[src/rtl/corner_point_rect_packer_macros.svh]
// ----------------------------------------------------------------------------
// Corner point rectangle packer - assertion macros
// Shared property wrappers clocked on clk and disabled while rst is high.
// ----------------------------------------------------------------------------
`ifndef CORNER_POINT_RECT_PACKER_MACROS_SVH
`define CORNER_POINT_RECT_PACKER_MACROS_SVH

// same-cycle implication
`define CPRP_ASSERT_NOW(lbl, ante, cons, msg) \
  lbl: assert property (@(posedge clk) disable iff (rst) (ante) |-> (cons)) else $error(msg);

// next-cycle implication
`define CPRP_ASSERT_NEXT(lbl, ante, cons, msg) \
  lbl: assert property (@(posedge clk) disable iff (rst) (ante) |=> (cons)) else $error(msg);

`endif

[src/rtl/cprp_pkg.sv]
// ----------------------------------------------------------------------------
// Corner point rectangle packer - package
// Field widths, status codes and the compare unit result type.
// ----------------------------------------------------------------------------
package cprp_pkg;

  localparam int DW    = 11;  // rect_width / rect_height
  localparam int POS_W = 10;  // pos_x / pos_y
  localparam int IN_W  = 24;
  localparam int OUT_W = 24;

  typedef logic [1:0] status_t;

  localparam status_t ST_PLACED = 2'd0;
  localparam status_t ST_NOFIT  = 2'd1;
  localparam status_t ST_FULL   = 2'd2;

  typedef struct packed {
    logic hit;  // box overlaps the placed rectangle
    logic oob;  // box runs past the area edge
  } cmp_res_t;

endpackage

[src/rtl/cprp_cmp.sv]
// ----------------------------------------------------------------------------
// Corner point rectangle packer - shared compare unit
// Overlap test of a box against one placed rectangle plus the area bounds
// check. A 1x1 box turns the overlap test into a point-inside test.
// ----------------------------------------------------------------------------
module cprp_cmp #(
  parameter int AREA_SIZE = 1024,
  parameter int CW        = 11,
  parameter int XW        = 10,
  parameter int SW        = 12
) (
  input  logic [CW-1:0]            x,
  input  logic [CW-1:0]            y,
  input  logic [cprp_pkg::DW-1:0]  w,
  input  logic [cprp_pkg::DW-1:0]  h,
  input  logic [XW-1:0]            rx,
  input  logic [XW-1:0]            ry,
  input  logic [cprp_pkg::DW-1:0]  rw,
  input  logic [cprp_pkg::DW-1:0]  rh,
  output cprp_pkg::cmp_res_t       res
);

  localparam logic [SW-1:0] AREA = SW'(AREA_SIZE);

  logic [SW-1:0] x_end, y_end, r_xend, r_yend;

  always_comb begin
    x_end   = SW'(x) + SW'(w);
    y_end   = SW'(y) + SW'(h);
    r_xend  = SW'(rx) + SW'(rw);
    r_yend  = SW'(ry) + SW'(rh);
    res.hit = (SW'(x) < r_xend) && (SW'(rx) < x_end) &&
              (SW'(y) < r_yend) && (SW'(ry) < y_end);
    res.oob = (x_end > AREA) || (y_end > AREA);
  end

endmodule

[config.mk]
export PLATFORM = sky130hd
export DESIGN_NAME = cprp_cmp
export DESIGN_NICKNAME = d
export VERILOG_FILES = /design/src/rtl/corner_point_rect_packer_macros.svh /design/src/rtl/cprp_pkg.sv /design/src/rtl/cprp_cmp.sv
export SDC_FILE = /design/constraint.sdc
export NUM_CORES = 1
export LEC_CHECK = 0
export BUFFER_PORTS_ARGS = -buffer_cell sky130_fd_sc_hd__buf_2
export CORE_MARGIN = 1
export CORE_UTILIZATION = 50
export DETAILED_ROUTE_END_ITERATION = 10
export PLACE_DENSITY = 0.86
export SYNTH_ARGS = -nofsm -noshare
export SYNTH_HDL_FRONTEND = slang
export SYNTH_SLANG_ARGS = --single-unit
export TNS_END_PERCENT = 1
[constraint.sdc]
create_clock -name vclk -period 5.7
set_input_delay 1.14 -clock vclk [all_inputs]
set_output_delay 1.14 -clock vclk [all_outputs]
set_load 0.02 [all_outputs]
## After elaboration in Yosys (flattened, before gate mapping)

Cells that the tools add are included.

| cells by class | value |
|---|---|
| order comparisons | 6 |
| reductions and logical operators | 4 |
| add/subtract/negate cells | 4 |

Operator list:

| operator | count |
|---|---|
| $add A10 B11 Y12 | 2 |
| $add A11 B11 Y12 | 2 |
| $gt A12 B11 Y1 const B | 2 |
| $lt A10 B12 Y1 | 2 |
| $lt A11 B12 Y1 | 2 |
| $logic_and A1 B1 Y1 | 3 |
| $logic_or A1 B1 Y1 | 1 |

| word-level totals | value |
|---|---|
| word-level logic and storage cells | 14 |
| output and inout port bits | 2 |
| bits in registers | 0 |
| input bits | 86 |

## Logic depth before layout (Yosys ltp)

| depth | value |
|---|---|
| word-level depth | 5 |
| mapped depth | 16 |
| gate-level depth less buffers | 16 |

## Least setup slack after synthesis

Ideal clock, no wire load.

| timing path | value |
|---|---|
| path type | input -> output |
| from | in rx[0] |
| to | out res[1] (netlist bit) |
| path buffers | 0 |
| data arrival time | 4009 ps |
| slack | 551 ps |
| cell stages on the path | 14 |
| required time | 4560 ps |
| path through | ha_1 -> fa_1 -> a21o_1 -> a21oi_1 -> o21bai_1 -> a2111o_1 -> nand2_1 -> xor2_1 -> ha_1 -> a2111oi_0 -> o21ai_0 -> o221a_2 -> o22ai_1 -> o211a_1 |

RTL lines:

| item | line | RTL |
|---|---|---|
| start: declaration | cprp_cmp.sv:16 | `input logic [XW-1:0] rx,` |
| end: declaration | cprp_cmp.sv:20 | `output cprp_pkg::cmp_res_t res` |

==> flow_summary.toml <==
[status]
status = "finished, final reports clean"

[global_routing]
grt_first_pass_wirelength_um = 10400
overflow = 0
antenna_found_initial = 0
grt_pass1_vias = 2669
grt_usage_pct = 23.4
grt_max_degree = 7

[worst_hold_path]
hold_class = "in -> out"

[detailed_routing]
ant_nets = 0
first_pass_iters = 4
initialDrtViolationCount = 77
vias = 2751
wl_per_cell_um = 13.5
avgViaCountPerCell = 5.80
routed_wl_um = 6420
remaining_drc_errors = 0

[die]
boundaryPins = 88
die_area_mm2 = 0.00542
initial_core_util_pct = 53.2
num_rows = 25
die_h_um = 73.6
core_mm2 = 0.00482
die_w_um = 73.6

[critical_path]
arrival_ns = 4.40
crit_required_ns = 4.56
cp-end-kind = "output port"
cp_max_fo = 3
start_kind = "input pin"
path_class = "in -> out"

[cells_and_area]
final_core_util_pct = 64.4
seqCellArea_um2 = 0
num-clock-buffers = 0
syn_to_final_growth_pct = 21.1
final_common_cell = "buf_2"
fin_cells = 474
diodes = 0
mostFrequentLayoutCells = "buf_2 (88), ha_1 (80), a21oi_1 (24)"
fin_nets = 579
final_layout_size_suffix_gt1_share_pct = 24.3
seq_cells = 0
n_fill_cell = 435

[synth]
synth_top_area_share_pct = 39.1
ys_seq_area_share_pct = 0
synth_nets = 489
syn_avg_cell_area_um2 = 8.03
yosysWarnings = 0
syn-cell-area_mm2 = 0.00256
synth_cells = 319
synth_area_leaders = "ha_1 (39%), xnor2_1 (5.8%), xor2_1 (5.5%), a21oi_1 (5.1%), o21ai_0 (3.3%)"
synth_cell_types = 49
synth_area_leader_cell = "ha_1"

[pwr]
ir_worst_vdd_mv = 0.0550
p_total_uw = 393
power_frac_clock_pct = 0
p_sw_share_pct = 53.1
leakage_uw = 0.00158
power.net_switching_uw = 209
p_seq_share_pct = 0
internal-power_uw = 185
pwr-share-comb_pct = 100.0
p_per_area_mw_per_mm2 = 127

[sta]
rsz0062_at_grt = "false"
setup_viol = 0
fin_crit_sh_pct = 97.3
setup-tns-final_ns = 0
max_freq_mhz = 180
fin_crit_ns = 5.54
drv_slew = 0
slew_headroom_pct = 68.2
final_hold_viol_count = 0
worstMarginPinSlew_ns = 0.471
hold_slack_ns = 2.82

[placement]
gp_congestion = 0.904
hpwl_um = 5680
io_buffers = 88
place_inst = 474

[flow_run]
maxCapViolCount = 0

[clocking]
cts_setup_buffers = 0
worst paths after layout:
path,startpoint,end,cells after the start
worst max-delay path,ry[0],res[1],17
worst min-delay path,rw[10],res[1],5
cell type report:
class | count | area, um2 | area share, %
Timing Repair Buffer | 88 | 440 | 14.2
Multi-Input combinational cell | 303 | 2520 | 81.2
Inverter | 16 | 60.1 | 1.94
Tap cell | 67 | 83.8 | 2.70
synthesized netlist by cell type, drive strengths merged (2+ instances only):
library cell / instances
ha: 80
a21oi: 27
nor2: 20
o21ai: 17
xnor2: 17
inv: 16
xor2: 16
nand2: 15
nor3: 12
a21o: 8
nand2b: 8
nand3: 7
o211ai: 7
o21bai: 7
a211oi: 5
nand4: 5
fa: 4
nor2b: 4
or3: 4
a2111oi: 3
a211o: 3
a31o: 3
o211a: 3
o21a: 3
nor4: 2
o22ai: 2
or4: 2
stage by stage:
step / setup WS [ns] / area, um2
6_report: 0.155 / 3100
3_5_place_dp: 0.0641 / 3090
3_3_place_gp: 0.193 / 3090
4_1_cts: 0.0665 / 3090
5_1_grt: 0.0258 / 3100
2_1_floorplan: 0.551 / 2560
cells by family (layout without fill, tap and decap cells):
| kind of cell | count (synthesis) | in the layout | synth area share (%) |
|---|---|---|---|
| adder cells (fa/ha/maj) | 84 | 84 | 42.2 |
| AO/OA/AOI/OAI | 100 | 100 | 26.9 |
| buffers and inverters | 16 | 104 | 2.34 |
| AND/OR/NAND/NOR | 86 | 86 | 17.3 |
| XOR/XNOR | 33 | 33 | 11.3 |
worst max-delay path, stage by stage:
cell and delay (ns):
buf_2 0.08, ha_1 0.16, inv_1 0.05, fa_1 0.39, nor2b_1 0.13, o21ai_0 0.11
a21oi_1 0.19, o21ai_0 0.15, a21oi_2 0.24, xnor2_1 0.17, ha_1 0.29, a2111oi_0 0.42
o21ai_0 0.15, o221ai_1 0.25, o22a_1 0.18, o211a_1 0.14, buf_2 0.15
power by group through the flow:
stage                     clock network [uW]  registers [uW]  logic [uW]
after floorplan                            0               0         276
after global placement                     0               0         365
after detailed placement                   0               0         381
after CTS                                  0               0         384
after global routing                       0               0         443
final                                      0               0         393
per-layer routing:
layer | up-vias | global-route usage [%] | wire length, um
met1 | 1245 | 27.1 | 2850
li1 | 1407 | - | -
met2 | 89 | 47.7 | 3220
met3 | 10 | 0.137 | 257
met4 | 0 | 4.27 | 97
met5 | - | 0 | 0
what timing repair did:
action	in CTS	in global routing
hold buffers	0	0
endpoints found under the setup margin	0	1
gates resized for setup	0	6
Power figures use the tool's default switching activity.
